## src/rtl/u8u16_pkg.sv

```systemverilog
// Shared types and constants for the UTF-8 to UTF-16 transcoder.
package u8u16_pkg;

   localparam int unsigned ByteWidth  = 8;
   localparam int unsigned UnitWidth  = 16;
   localparam int unsigned PointWidth = 21;
   localparam int unsigned QueueDepth = 2;
   localparam int unsigned QueuePtrW  = 1;
   localparam int unsigned QueueCntW  = 2;

   localparam logic [PointWidth-1:0] SuppBase     = 21'h010000;
   localparam logic [UnitWidth-1:0]  HighSurrBase = 16'hD800;
   localparam logic [UnitWidth-1:0]  LowSurrBase  = 16'hDC00;

   // Lead byte classes, taken from the top nibble.
   localparam logic [3:0] NibLead4  = 4'hF;
   localparam logic [3:0] NibLead3  = 4'hE;
   localparam logic [3:0] NibLead2a = 4'hC;
   localparam logic [3:0] NibLead2b = 4'hD;

   typedef logic [ByteWidth-1:0]  byte_type;
   typedef logic [UnitWidth-1:0]  unit_type;
   typedef logic [PointWidth-1:0] code_point_type;

   // Queue status: full holds off the front end, empty holds off the back end.
   typedef struct packed {
      logic empty;
      logic full;
   } queue_status_type;

endpackage

```

## src/rtl/u8u16_if.sv

```systemverilog
// Channel interfaces for the byte input and the code unit output.
interface u8u16_byte_if;
   logic                valid;
   logic                ready;
   u8u16_pkg::byte_type data_byte;

   modport source (output valid, output data_byte, input ready);
   modport sink (input valid, input data_byte, output ready);
endinterface

interface u8u16_unit_if;
   logic                valid;
   logic                ready;
   u8u16_pkg::unit_type code_unit;
   logic                last_of_run;

   modport source (output valid, output code_unit, output last_of_run, input ready);
   modport sink (input valid, input code_unit, input last_of_run, output ready);
endinterface

```

## src/rtl/u8u16_front.sv

```systemverilog
// Front end: classifies UTF-8 bytes and assembles complete code points.
module u8u16_front (
   input  logic                      clock,
   input  logic                      reset,
   u8u16_byte_if.sink                req_chan,
   input  logic                      queue_full,
   output logic                      push,
   output u8u16_pkg::code_point_type push_point
);
   import u8u16_pkg::*;

   logic [1:0]     bytes_remaining_ff, bytes_remaining_in;
   code_point_type code_accum_ff, code_accum_in;
   logic           accept;
   logic [3:0]     nib;

   assign req_chan.ready = !queue_full;
   assign accept = req_chan.valid && !queue_full;
   assign nib = req_chan.data_byte[7:4];

   always_comb begin
      bytes_remaining_in = bytes_remaining_ff;
      code_accum_in = code_accum_ff;
      push = 1'b0;
      push_point = code_accum_ff;
      if (accept) begin
         if (bytes_remaining_ff == 2'd0) begin
            unique case (nib)
               NibLead4: begin
                  code_accum_in = {18'd0, req_chan.data_byte[2:0]};
                  bytes_remaining_in = 2'd3;
               end
               NibLead3: begin
                  code_accum_in = {17'd0, req_chan.data_byte[3:0]};
                  bytes_remaining_in = 2'd2;
               end
               NibLead2a, NibLead2b: begin
                  code_accum_in = {16'd0, req_chan.data_byte[4:0]};
                  bytes_remaining_in = 2'd1;
               end
               default: begin
                  code_accum_in = {13'd0, req_chan.data_byte};
                  push = 1'b1;
                  push_point = code_accum_in;
               end
            endcase
         end else begin
            // Continuation bytes are taken unchecked; only the low six bits count.
            code_accum_in = {code_accum_ff[14:0], req_chan.data_byte[5:0]};
            bytes_remaining_in = bytes_remaining_ff - 2'd1;
            push = (bytes_remaining_ff == 2'd1);
            push_point = code_accum_in;
         end
      end
   end

   always_ff @(posedge clock) begin
      if (reset) begin
         bytes_remaining_ff <= 2'd0;
         code_accum_ff <= '0;
      end else begin
         bytes_remaining_ff <= bytes_remaining_in;
         code_accum_ff <= code_accum_in;
      end
   end

endmodule

```

## src/rtl/u8u16_queue.sv

```systemverilog
// Two-entry queue of completed code points between the front and back ends.
module u8u16_queue (
   input  logic                          clock,
   input  logic                          reset,
   input  logic                          push,
   input  u8u16_pkg::code_point_type     push_point,
   input  logic                          pop,
   output u8u16_pkg::code_point_type     pop_point,
   output u8u16_pkg::queue_status_type   status
);
   import u8u16_pkg::*;

   code_point_type         entry_ff [QueueDepth];
   logic [QueuePtrW-1:0]   wr_ptr_ff, wr_ptr_in;
   logic [QueuePtrW-1:0]   rd_ptr_ff, rd_ptr_in;
   logic [QueueCntW-1:0]   count_ff, count_in;

   assign status.empty = (count_ff == QueueCntW'(0));
   assign status.full = (count_ff == QueueCntW'(QueueDepth));
   assign pop_point = entry_ff[rd_ptr_ff];

   always_comb begin
      wr_ptr_in = push ? wr_ptr_ff + QueuePtrW'(1) : wr_ptr_ff;
      rd_ptr_in = pop ? rd_ptr_ff + QueuePtrW'(1) : rd_ptr_ff;
      count_in = count_ff;
      if (push && !pop) begin
         count_in = count_ff + QueueCntW'(1);
      end else if (pop && !push) begin
         count_in = count_ff - QueueCntW'(1);
      end
   end

   always_ff @(posedge clock) begin
      if (reset) begin
         wr_ptr_ff <= '0;
         rd_ptr_ff <= '0;
         count_ff <= '0;
      end else begin
         wr_ptr_ff <= wr_ptr_in;
         rd_ptr_ff <= rd_ptr_in;
         count_ff <= count_in;
      end
   end

   always_ff @(posedge clock) begin
      if (push) begin
         entry_ff[wr_ptr_ff] <= push_point;
      end
   end

   a_no_push_when_full: assert property (@(posedge clock) disable iff (reset)
      status.full |-> !push) else $error("code point queue overflow");
   a_no_pop_when_empty: assert property (@(posedge clock) disable iff (reset)
      status.empty |-> !pop) else $error("code point queue underflow");
   a_count_bounded: assert property (@(posedge clock) disable iff (reset)
      count_ff <= QueueCntW'(QueueDepth)) else $error("queue count out of range");
   a_ptrs_match_count: assert property (@(posedge clock) disable iff (reset)
      (count_ff == QueueCntW'(1)) |-> (wr_ptr_ff != rd_ptr_ff))
      else $error("queue pointers disagree with count");

endmodule

```

## src/rtl/u8u16_back.sv

```systemverilog
// Back end: turns code points into UTF-16 code units behind an output register.
module u8u16_back (
   input  logic                          clock,
   input  logic                          reset,
   input  u8u16_pkg::queue_status_type   status,
   input  u8u16_pkg::code_point_type     pop_point,
   output logic                          pop,
   u8u16_unit_if.source                  rsp_chan
);
   import u8u16_pkg::*;

   logic           out_valid_ff, out_valid_in;
   logic           pend_ff, pend_in;
   logic           last_ff, last_in;
   unit_type       unit_ff, unit_in;
   unit_type       low_ff, low_in;
   code_point_type offset;
   logic           out_free;

   assign out_free = !out_valid_ff || rsp_chan.ready;
   assign offset = pop_point - SuppBase;

   always_comb begin
      out_valid_in = out_valid_ff;
      pend_in = pend_ff;
      last_in = last_ff;
      unit_in = unit_ff;
      low_in = low_ff;
      pop = 1'b0;
      if (out_free) begin
         out_valid_in = 1'b0;
         if (pend_ff) begin
            unit_in = low_ff;
            last_in = 1'b1;
            out_valid_in = 1'b1;
            pend_in = 1'b0;
         end else if (!status.empty) begin
            pop = 1'b1;
            out_valid_in = 1'b1;
            if (pop_point < SuppBase) begin
               unit_in = pop_point[UnitWidth-1:0];
               last_in = 1'b1;
            end else begin
               // The high surrogate goes out first; the low one waits in low_ff until the output is free.
               unit_in = HighSurrBase + {5'd0, offset[20:10]};
               last_in = 1'b0;
               low_in = LowSurrBase | {6'd0, offset[9:0]};
               pend_in = 1'b1;
            end
         end
      end
   end

   always_ff @(posedge clock) begin
      if (reset) begin
         out_valid_ff <= 1'b0;
         pend_ff <= 1'b0;
      end else begin
         out_valid_ff <= out_valid_in;
         pend_ff <= pend_in;
      end
   end

   always_ff @(posedge clock) begin
      unit_ff <= unit_in;
      last_ff <= last_in;
      low_ff <= low_in;
   end

   assign rsp_chan.valid = out_valid_ff;
   assign rsp_chan.code_unit = unit_ff;
   assign rsp_chan.last_of_run = last_ff;

   a_pend_has_high: assert property (@(posedge clock) disable iff (reset)
      pend_ff |-> (out_valid_ff && !last_ff))
      else $error("pending low surrogate without a high surrogate in flight");
   a_low_follows: assert property (@(posedge clock) disable iff (reset)
      (pend_ff && out_free) |=> (out_valid_ff && last_ff && !pend_ff))
      else $error("low surrogate not issued after high surrogate");
   a_no_pop_while_pend: assert property (@(posedge clock) disable iff (reset)
      pend_ff |-> !pop) else $error("new code point taken before low surrogate");

endmodule

```

## src/rtl/utf8_to_utf16_transcoder.sv

```systemverilog
// Top level of the UTF-8 to UTF-16 transcoder.
//
// Usage: bytes of a UTF-8 stream enter on req_chan, one per transaction.
// UTF-16 code units leave on rsp_chan together with last_of_run, which is
// set on the final unit of each code point. No validation is done: stray
// continuation bytes pass as single code points and continuation bytes are
// taken without checking their top bits.
// Throughput: one byte per cycle while the queue is not full. A code point
// of 0x10000 or above yields a high and then a low surrogate. The two-entry
// code point queue can fill while the low surrogate goes out when the
// following bytes complete code points back to back, and then the input
// stalls until an entry is popped; a ready receiver never stalls it otherwise.
// A completed code point passes through the queue and the output register
// before rsp_chan shows it; the low surrogate follows once the output is free.
// Reset clears the partial sequence, the queue and the output register.
// When the receiver holds rsp_chan.ready low, the output register holds its
// unit, the queue fills, and then req_chan.ready drops.
module utf8_to_utf16_transcoder (
   input  logic          clock,
   input  logic          reset,
   u8u16_byte_if.sink    req_chan,
   u8u16_unit_if.source  rsp_chan
);
   import u8u16_pkg::*;

   logic             push;
   logic             pop;
   code_point_type   push_point;
   code_point_type   pop_point;
   queue_status_type status;

   u8u16_front u_front (
      .clock      (clock),
      .reset      (reset),
      .req_chan   (req_chan),
      .queue_full (status.full),
      .push       (push),
      .push_point (push_point)
   );

   u8u16_queue u_queue (
      .clock      (clock),
      .reset      (reset),
      .push       (push),
      .push_point (push_point),
      .pop        (pop),
      .pop_point  (pop_point),
      .status     (status)
   );

   u8u16_back u_back (
      .clock     (clock),
      .reset     (reset),
      .status    (status),
      .pop_point (pop_point),
      .pop       (pop),
      .rsp_chan  (rsp_chan)
   );

endmodule

```

## src/flat_wrapper.sv

```systemverilog
// flat-port wrapper written by rule: the top's interface ports become plain ports
module utf8_to_utf16_transcoder_flat import u8u16_pkg::*;
  (clock, reset, req_chan_valid, req_chan_data_byte, req_chan_ready, rsp_chan_valid, rsp_chan_code_unit, rsp_chan_last_of_run, rsp_chan_ready);
  u8u16_byte_if req_chan_i ();
  u8u16_unit_if rsp_chan_i ();
  input  logic clock;
  input  logic reset;
  input wire logic [$bits(req_chan_i.valid)-1:0] req_chan_valid;
  input wire logic [$bits(req_chan_i.data_byte)-1:0] req_chan_data_byte;
  output wire logic [$bits(req_chan_i.ready)-1:0] req_chan_ready;
  output wire logic [$bits(rsp_chan_i.valid)-1:0] rsp_chan_valid;
  output wire logic [$bits(rsp_chan_i.code_unit)-1:0] rsp_chan_code_unit;
  output wire logic [$bits(rsp_chan_i.last_of_run)-1:0] rsp_chan_last_of_run;
  input wire logic [$bits(rsp_chan_i.ready)-1:0] rsp_chan_ready;
  assign req_chan_i.valid = req_chan_valid;
  assign req_chan_i.data_byte = req_chan_data_byte;
  assign req_chan_ready = req_chan_i.ready;
  assign rsp_chan_valid = rsp_chan_i.valid;
  assign rsp_chan_code_unit = rsp_chan_i.code_unit;
  assign rsp_chan_last_of_run = rsp_chan_i.last_of_run;
  assign rsp_chan_i.ready = rsp_chan_ready;
  utf8_to_utf16_transcoder u_core (.clock(clock), .reset(reset), .req_chan(req_chan_i), .rsp_chan(rsp_chan_i));
endmodule
```

## config.mk

```make
export PLATFORM = sky130hd
export DESIGN_NAME = utf8_to_utf16_transcoder_flat
export DESIGN_NICKNAME = d
export VERILOG_FILES = /design/src/rtl/u8u16_pkg.sv /design/src/rtl/u8u16_if.sv /design/src/rtl/u8u16_front.sv /design/src/rtl/u8u16_queue.sv /design/src/rtl/u8u16_back.sv /design/src/rtl/utf8_to_utf16_transcoder.sv /design/src/flat_wrapper.sv
export SDC_FILE = /design/constraint.sdc
export NUM_CORES = 1
export LEC_CHECK = 0
export ABC_AREA = 0
export BUFFER_PORTS_ARGS = -buffer_cell sky130_fd_sc_hd__buf_2
export CORE_AREA = 2 2 99 101
export CTS_CLUSTER_SIZE = 20
export DETAILED_ROUTE_END_ITERATION = 8
export DIE_AREA = 0 0 101 103
export GPL_ROUTABILITY_DRIVEN = 0
export SLEW_MARGIN = 40
export SYNTH_ARGS = -nofsm -noshare
export SYNTH_HDL_FRONTEND = slang
export SYNTH_SLANG_ARGS = --single-unit
```

## constraint.sdc

```tcl
create_clock -name clock -period 2.2 [get_ports clock]
set_clock_uncertainty 0.05 [all_clocks]
set_input_delay 0.44 -clock clock [delete_from_list [all_inputs] [get_ports clock]]
set_output_delay 0.44 -clock clock [all_outputs]
set_load 0.02 [all_outputs]
```

==> results.toml, run 1 <==
[power]
power.static_leakage_nw = 1.75
p_clk_share_pct = 20.9
comb_power_share_pct = 28.7
p_switching_mw = 1.67
peakVddDrop_mv = 0.368
p_sw_share_pct = 31.4
p_per_area_nw_per_um2 = 1150
p_seq_share_pct = 50.4
p_int_mw = 3.63

[route]
total_drc_errors_in_the_routed_layout = 0
detail_route.iter0.violations = 99
drt.antenna.violating_nets = 0
detail_route.vias_per_cell = 5.18
drt-total-wl_mm = 7.58
detail_route.wl_per_cell_um = 15.3
dr_total_vias = 2569
detail_route.first_pass.iterations = 4

[worst_setup_path]
worst_path_max_delay_cell = "sky130_fd_sc_hd__dfxtp_1"
type_of_element_capturing_the_critical_path = "flop"
crit_path_start_kind = "flop"
family_with_the_most_delay_on_the_worst_path = "simple AND/OR/NAND/NOR gates"
critical_path_buf_inv_count = 1
crit_path_max_incr_delay_ns = 0.42
critical_path_arrival_ns = 2.07
required_ns = 2.26
cp_cell_sequence = "buf_4, nor3b_1, a2bb2o_4, or3_1"
crit_path_max_fanout = 20
ff2ff_setup_slack_ns = 0.19
path_class = "reg -> reg"

[synthesis]
ys_warn_count = 0
number_of_standard_cells_after_synthesis = 341
post_synth_instance_area_um2 = 4090
postSynth.topFlopCell = "sky130_fd_sc_hd__edfxtp_1"
synthTopCellsByArea = "sky130_fd_sc_hd__edfxtp_1 51%, sky130_fd_sc_hd__dfxtp_1 15%, sky130_fd_sc_hd__nand2_1 7.3%"
synth_top_area_share_pct = 50.7
number_of_enable_type_register_cells_in_the_synthesized_netlist = 69
synth-async-reset-ratio_pct = 0
yosys.cell_count.top_type = "sky130_fd_sc_hd__nand2_1"
number_of_flip_flops_and_latches_in_the_synthesized_netlist = 99
yosys.cell_types.count = 37
list_of_most_frequent_post_synthesis_cells = "79 x sky130_fd_sc_hd__nand2_1, 69 x sky130_fd_sc_hd__edfxtp_1, 30 x sky130_fd_sc_hd__dfxtp_1"
synth-seq-area-share_pct = 65.4
synth_top_area_cell = "sky130_fd_sc_hd__edfxtp_1"
syn_nets = 355
synth_area_per_cell_um2 = 12.0

[floorplan]
floorplan.die.width_um = 101
initial_utilization_pct = 43.2
io-pin-count = 31
design.core.area_um2 = 9460
chipHeight_um = 103
die-area_um2 = 10400
placementRows = 36

[grt]
wire_length_of_the_first_global_routing_pass_mm = 12.5
maximum_number_of_pins_on_one_net_before_global_route_repair = 31
grt_pass1_vias = 2504
antenna_found_initial = 0
global_route.overflow_total = 0
global_route.usage.total_pct = 16.0

[sta]
report.final.hold_viol_count = 0
period_needed_ns = 2.01
tns_ns = 0
setup_viol = 0
finalCritPeriodShare_pct = 91.5
tightest_slew_ns = 0.560
finalMaxSlewViolations = 0
max_clock_freq_mhz = 497
unrepaired_setup_endpoints_after_global_routing = "false"
slew_headroom_pct = 62.7

[clock_network]
cts_hold_buf = 0
clk-insertion-delay-late_ns = 0.37
path_clk_slew_ns = 0.09
max-clock-path-buffers = 2
cts.sinks = 99
clock_tree_from_tritoncts = "done"
numCtsBuffers = 9
clock_tree.htree_level_count = 3
cts_setup_buffers = 0
clock-root-buffer = "sky130_fd_sc_hd__clkbuf_8"

[placed_design]
numPortBuffers = 30
placed_cell_area_um2 = 4420
place.detailed.hpwl_mm = 5.30

[final_layout]
final.fill_count = 843
n_antenna_cell = 0
stdcell_area_um2 = 4620
finish.net_count = 391
share_of_post_route_cells_with_drive_strength_above_1_pct = 20.7
syn_to_final_growth_pct = 12.9

[flow_run]
cap_viol_max_count = 0

[status]
outcome = "finished clean"

[hold_path]
worst_hold_path_type = "in -> reg"
[layer usage]
metal | GRT usage (%) | up-vias | wire (µm)
li1 | - | 1286 | -
met1 | 20.6 | 1211 | 3580
met2 | 25.9 | 59 | 3560
met3 | 3.86 | 13 | 286
met4 | 7.17 | 0 | 150
met5 | 0 | - | 0
[worst min-delay path: stages]
cell and delay, ns:
sky130_fd_sc_hd__buf_2 0.10, sky130_fd_sc_hd__nand2_1 0.05, sky130_fd_sc_hd__a21oi_1 0.05
[area by class of cell]
class | instances | area, µm² | share of cell area [%]
well taps | 114 | 143 | 3.09
multi-input cells | 218 | 1310 | 28.4
repair buffers | 41 | 270 | 5.86
inverters | 8 | 30.0 | 0.651
clock buffers | 13 | 170 | 3.69
clock inverters | 3 | 18.8 | 0.407
flip-flops and latches | 99 | 2670 | 57.9
[registers in the layout (all words and copies together), names as in the netlist, named ones only]
| signal | cells |
|---|---|
| u_core.u_queue.entry_ff | 42 |
| u_core.u_front.code_accum_ff | 21 |
| u_core.u_back.rsp_chan.code_unit | 16 |
| u_core.u_back.low_ff | 10 |
| u_core.u_front.bytes_remaining_ff | 2 |
| u_core.u_queue.count_ff | 2 |
| u_core.u_back.pend_ff | 1 |
| u_core.u_back.rsp_chan.last_of_run | 1 |
| u_core.u_back.rsp_chan.valid | 1 |
| u_core.u_queue.rd_ptr_ff | 1 |
| u_core.u_queue.wr_ptr_ff | 1 |
[worst paths after layout]
check,cells after the start,start,endpoint
setup / recovery,4,flop,u_core.u_back.rsp_chan.code_unit[11]$_SDFFCE_PP1P_
hold / removal,3,req_chan_data_byte[1],u_core.u_front.code_accum_ff[1]$_SDFFE_PP0N_
setup reg to reg,4,flop,u_core.u_back.rsp_chan.code_unit[11]$_SDFFCE_PP1P_
hold reg to reg,2,u_core.u_front.code_accum_ff[20]$_SDFFE_PP0N_,u_core.u_front.code_accum_ff[20]$_SDFFE_PP0N_
[kinds of logic after synthesis]
logic type	synth area share, %
multiplexers	8.69
buffers and inverters	2.69
AND/OR/NAND/NOR	13.1
adder cells (fa/ha/maj)	0.612
AO/OA/AOI/OAI	8.26
flip-flops	65.4
XOR/XNOR	1.29
[timing repair]
item                                    in CTS  in global routing
endpoints found under the setup margin       0                  1
resized for setup                            0                  1
endpoints found under the hold margin        0                  0
[through the flow]
stage | util (%) | total power, mW | std cells | hold WS, ns | worst slack (ns)
finish | 48.8 | 5.30 | 496 | 0.267 | 0.186
global route | 48.8 | 5.62 | 496 | 0.249 | 0.0525
CTS | 48.8 | 5.36 | 496 | 0.250 | 0.124
detailed placement | 46.8 | 4.25 | 480 | 0.397 | 0.161
global placement | 46.8 | 4.22 | 480 | 0.392 | 0.186
floorplan | - | 3.76 | 341 | 0.387 | 0.183
[cells in the final DEF (no fill, tap or decap), drive strengths merged, types with 4 or more instances in the layout]
| cell | synthesis | layout |
|---|---|---|
| a21oi | 27 | 27 |
| buf | 6 | 41 |
| clkbuf | 10 | 13 |
| dfxtp | 30 | 30 |
| edfxtp | 69 | 69 |
| inv | 8 | 9 |
| mux2 | 20 | 20 |
| mux2i | 13 | 13 |
| nand2 | 79 | 79 |
| nor2 | 15 | 15 |
| nor2b | 4 | 4 |
| nor3 | 5 | 5 |
| o21ai | 13 | 13 |
| or3 | 7 | 7 |
[power by group through the flow]
stage	Combinational, mW	Clock (mW)	Sequential, mW
6_report	1.52	1.11	2.67
5_1_grt	1.69	1.22	2.71
4_1_cts	1.54	1.14	2.67
3_5_place_dp	1.54	0	2.71
3_3_place_gp	1.52	0	2.70
2_1_floorplan	0.876	0	2.88
Note: power is estimated with default switching activity, not from simulation.
==> inputs of run 2 (changes only) <==
--- a/config.mk
+++ b/config.mk
@@ -12,6 +12,7 @@
 export DETAILED_ROUTE_END_ITERATION = 8
 export DIE_AREA = 0 0 101 103
 export GPL_ROUTABILITY_DRIVEN = 0
+export GPL_TIMING_DRIVEN = 0
 export SLEW_MARGIN = 40
 export SYNTH_ARGS = -nofsm -noshare
 export SYNTH_HDL_FRONTEND = slang
==> run 2 against run 1 <==
  * Cell count rose by 0.81%
  * Sequential power barely moved
  * Worst hold slack worse by 0.0016 ns
  * Global-route usage grew 0.16 points
  * Critical path depth is the same
  * Highest routed layer unchanged
==> results.toml, run 2 (synthesized netlist as in run 1, its figures left out) <==
[grt]
maximum_number_of_pins_on_one_net_before_global_route_repair = 22
antenna_found_initial = 0
grt_pass1_vias = 2547
global_route.usage.total_pct = 16.2
global_route.overflow_total = 0
wire_length_of_the_first_global_routing_pass_mm = 12.7

[floorplan]
io-pin-count = 31
floorplan.die.width_um = 101
design.core.area_um2 = 9460
initial_utilization_pct = 43.2
chipHeight_um = 103
placementRows = 36
die-area_um2 = 10400

[hold_path]
hold_path_startpoint = "req_chan_data_byte[1]"
worst_hold_path_type = "in -> reg"

[clock_network]
numCtsBuffers = 9
clock_tree_from_tritoncts = "done"
max-clock-path-buffers = 2
path_clk_slew_ns = 0.10
clk-insertion-delay-late_ns = 0.36
clock_tree.htree_level_count = 3
cts_setup_buffers = 0
clock-root-buffer = "sky130_fd_sc_hd__clkbuf_8"
cts.sinks = 99

[route]
detail_route.first_pass.iterations = 4
drt-total-wl_mm = 7.77
dr_total_vias = 2571
detail_route.vias_per_cell = 5.14
detail_route.wl_per_cell_um = 15.5
total_drc_errors_in_the_routed_layout = 0
drt.antenna.violating_nets = 0
detail_route.iter0.violations = 104

[power]
p_per_area_nw_per_um2 = 1140
power.static_leakage_nw = 1.72
peakVddDrop_mv = 0.395
report.power.total_mw = 5.24

[worst_setup_path]
crit_path_max_fanout = 10
type_of_element_capturing_the_critical_path = "flop"
crit_path_start_kind = "flop"
worstSetupStartpoint = "u_core.u_queue.entry_ff[1][18]$_DFFE_PP_"
critical_path_arrival_ns = 2.14
worst_r2r_startpoint = "u_core.u_queue.entry_ff[1][18]$_DFFE_PP_"
required_ns = 2.22
path_class = "reg -> reg"

[sta]
finalCritPeriodShare_pct = 96.7
period_needed_ns = 2.13
setup_viol = 0
finalMaxSlewViolations = 0
unrepaired_setup_endpoints_after_global_routing = "false"
tightest_slew_ns = 0.610
final_critical_path_setup_slack_ns = 0.0731
report.final.hold_viol_count = 0
max_clock_freq_mhz = 470
slew_headroom_pct = 59.3

[final_layout]
layout.cells.most_common = "sky130_fd_sc_hd__nand2_1"
register_area_um2 = 2670
final.fill_count = 842
share_of_post_route_cells_with_drive_strength_above_1_pct = 20.7
largest_register_ffs = 42
finish.net_count = 395
n_antenna_cell = 0
largest_register = "u_core.u_queue.entry_ff"
multi_input_comb_area_um2 = 1340
commonest_non_fill_non_tap_cells_in_the_layout = "79 x sky130_fd_sc_hd__nand2_1, 69 x sky130_fd_sc_hd__edfxtp_1, 32 x sky130_fd_sc_hd__buf_2"
syn_to_final_growth_pct = 12.2

[placed_design]
place.detailed.hpwl_mm = 5.54
dpl_worst_slack_ns = 0.0307
numPortBuffers = 29

[flow_run]
cap_viol_max_count = 0

[status]
outcome = "finished clean"
run 2: cell types whose count changed in the layout (fill, tap and decap cells not counted), sizes merged:
cell      change
clkbuf        +7
clkinvlp      +1
clkinv        +2
buf           -7
inv           +1
run 2: through the flow:
| step | hold WS, ns | std cells | utilization [%] | setup TNS [ns] | cell area [µm²] |
|---|---|---|---|---|---|
| after floorplan | 0.387 | 341 | - | 0 | 4090 |
| after global placement | 0.392 | 484 | 46.3 | -8.18 | 4380 |
| after detailed placement | 0.397 | 484 | 46.4 | 0 | 4390 |
| after CTS | 0.253 | 500 | 48.3 | 0 | 4570 |
| after global routing | 0.258 | 500 | 48.5 | 0 | 4590 |
| final | 0.265 | 500 | 48.5 | 0 | 4590 |
run 2: area by class of cell:
type                    instances  area share [%]
flip-flops and latches         99            58.3
multi-input cells             218            29.2
repair buffers                 29            3.16
well taps                     114            3.11
clock buffers                   9            2.70
plain buffers                  16            1.80
clock inverters                 7            1.15
inverters                       8           0.655
run 2: repair_timing:
action / CTS / global route
hold buffers: 0 / 0
endpoints found under the setup margin: 0 / 12
resized for setup: 0 / 4
run 2: report_power, final:
part           total, mW  internal (mW)  leakage, nW  switching [mW]
registers           2.67           2.54        0.892           0.122
clock network       1.08          0.419       0.0900           0.656
logic               1.50          0.545        0.735           0.953
total               5.24           3.51         1.72            1.73
run 2: worst paths after layout:
path | to | slack [ns] | cells after the start
max | u_core.u_back.low_ff[8]$_DFFE_PP_ | 0.07 | 4
min | u_core.u_front.code_accum_ff[1]$_SDFFE_PP0N_ | 0.26 | 3
max reg2reg | u_core.u_back.low_ff[8]$_DFFE_PP_ | 0.07 | 4
min reg2reg | u_core.u_front.code_accum_ff[17]$_SDFFE_PP0N_ | 0.41 | 2
run 2: routing by layer:
layer | track usage, % | vias up | share of wire (%)
met5 | 0 | - | 0
li1 | - | 1292 | -
met2 | 26.7 | 55 | 46
met3 | 3.12 | 13 | 4.1
met4 | 7.38 | 0 | 2.5
met1 | 20.8 | 1211 | 47
run 2: worst max-delay path: stages (launching register included):
cell,delay [ns]
sky130_fd_sc_hd__edfxtp_1,0.43
sky130_fd_sc_hd__or4b_1,0.60
sky130_fd_sc_hd__a2bb2o_4,0.25
sky130_fd_sc_hd__buf_2,0.19
sky130_fd_sc_hd__and2_1,0.32
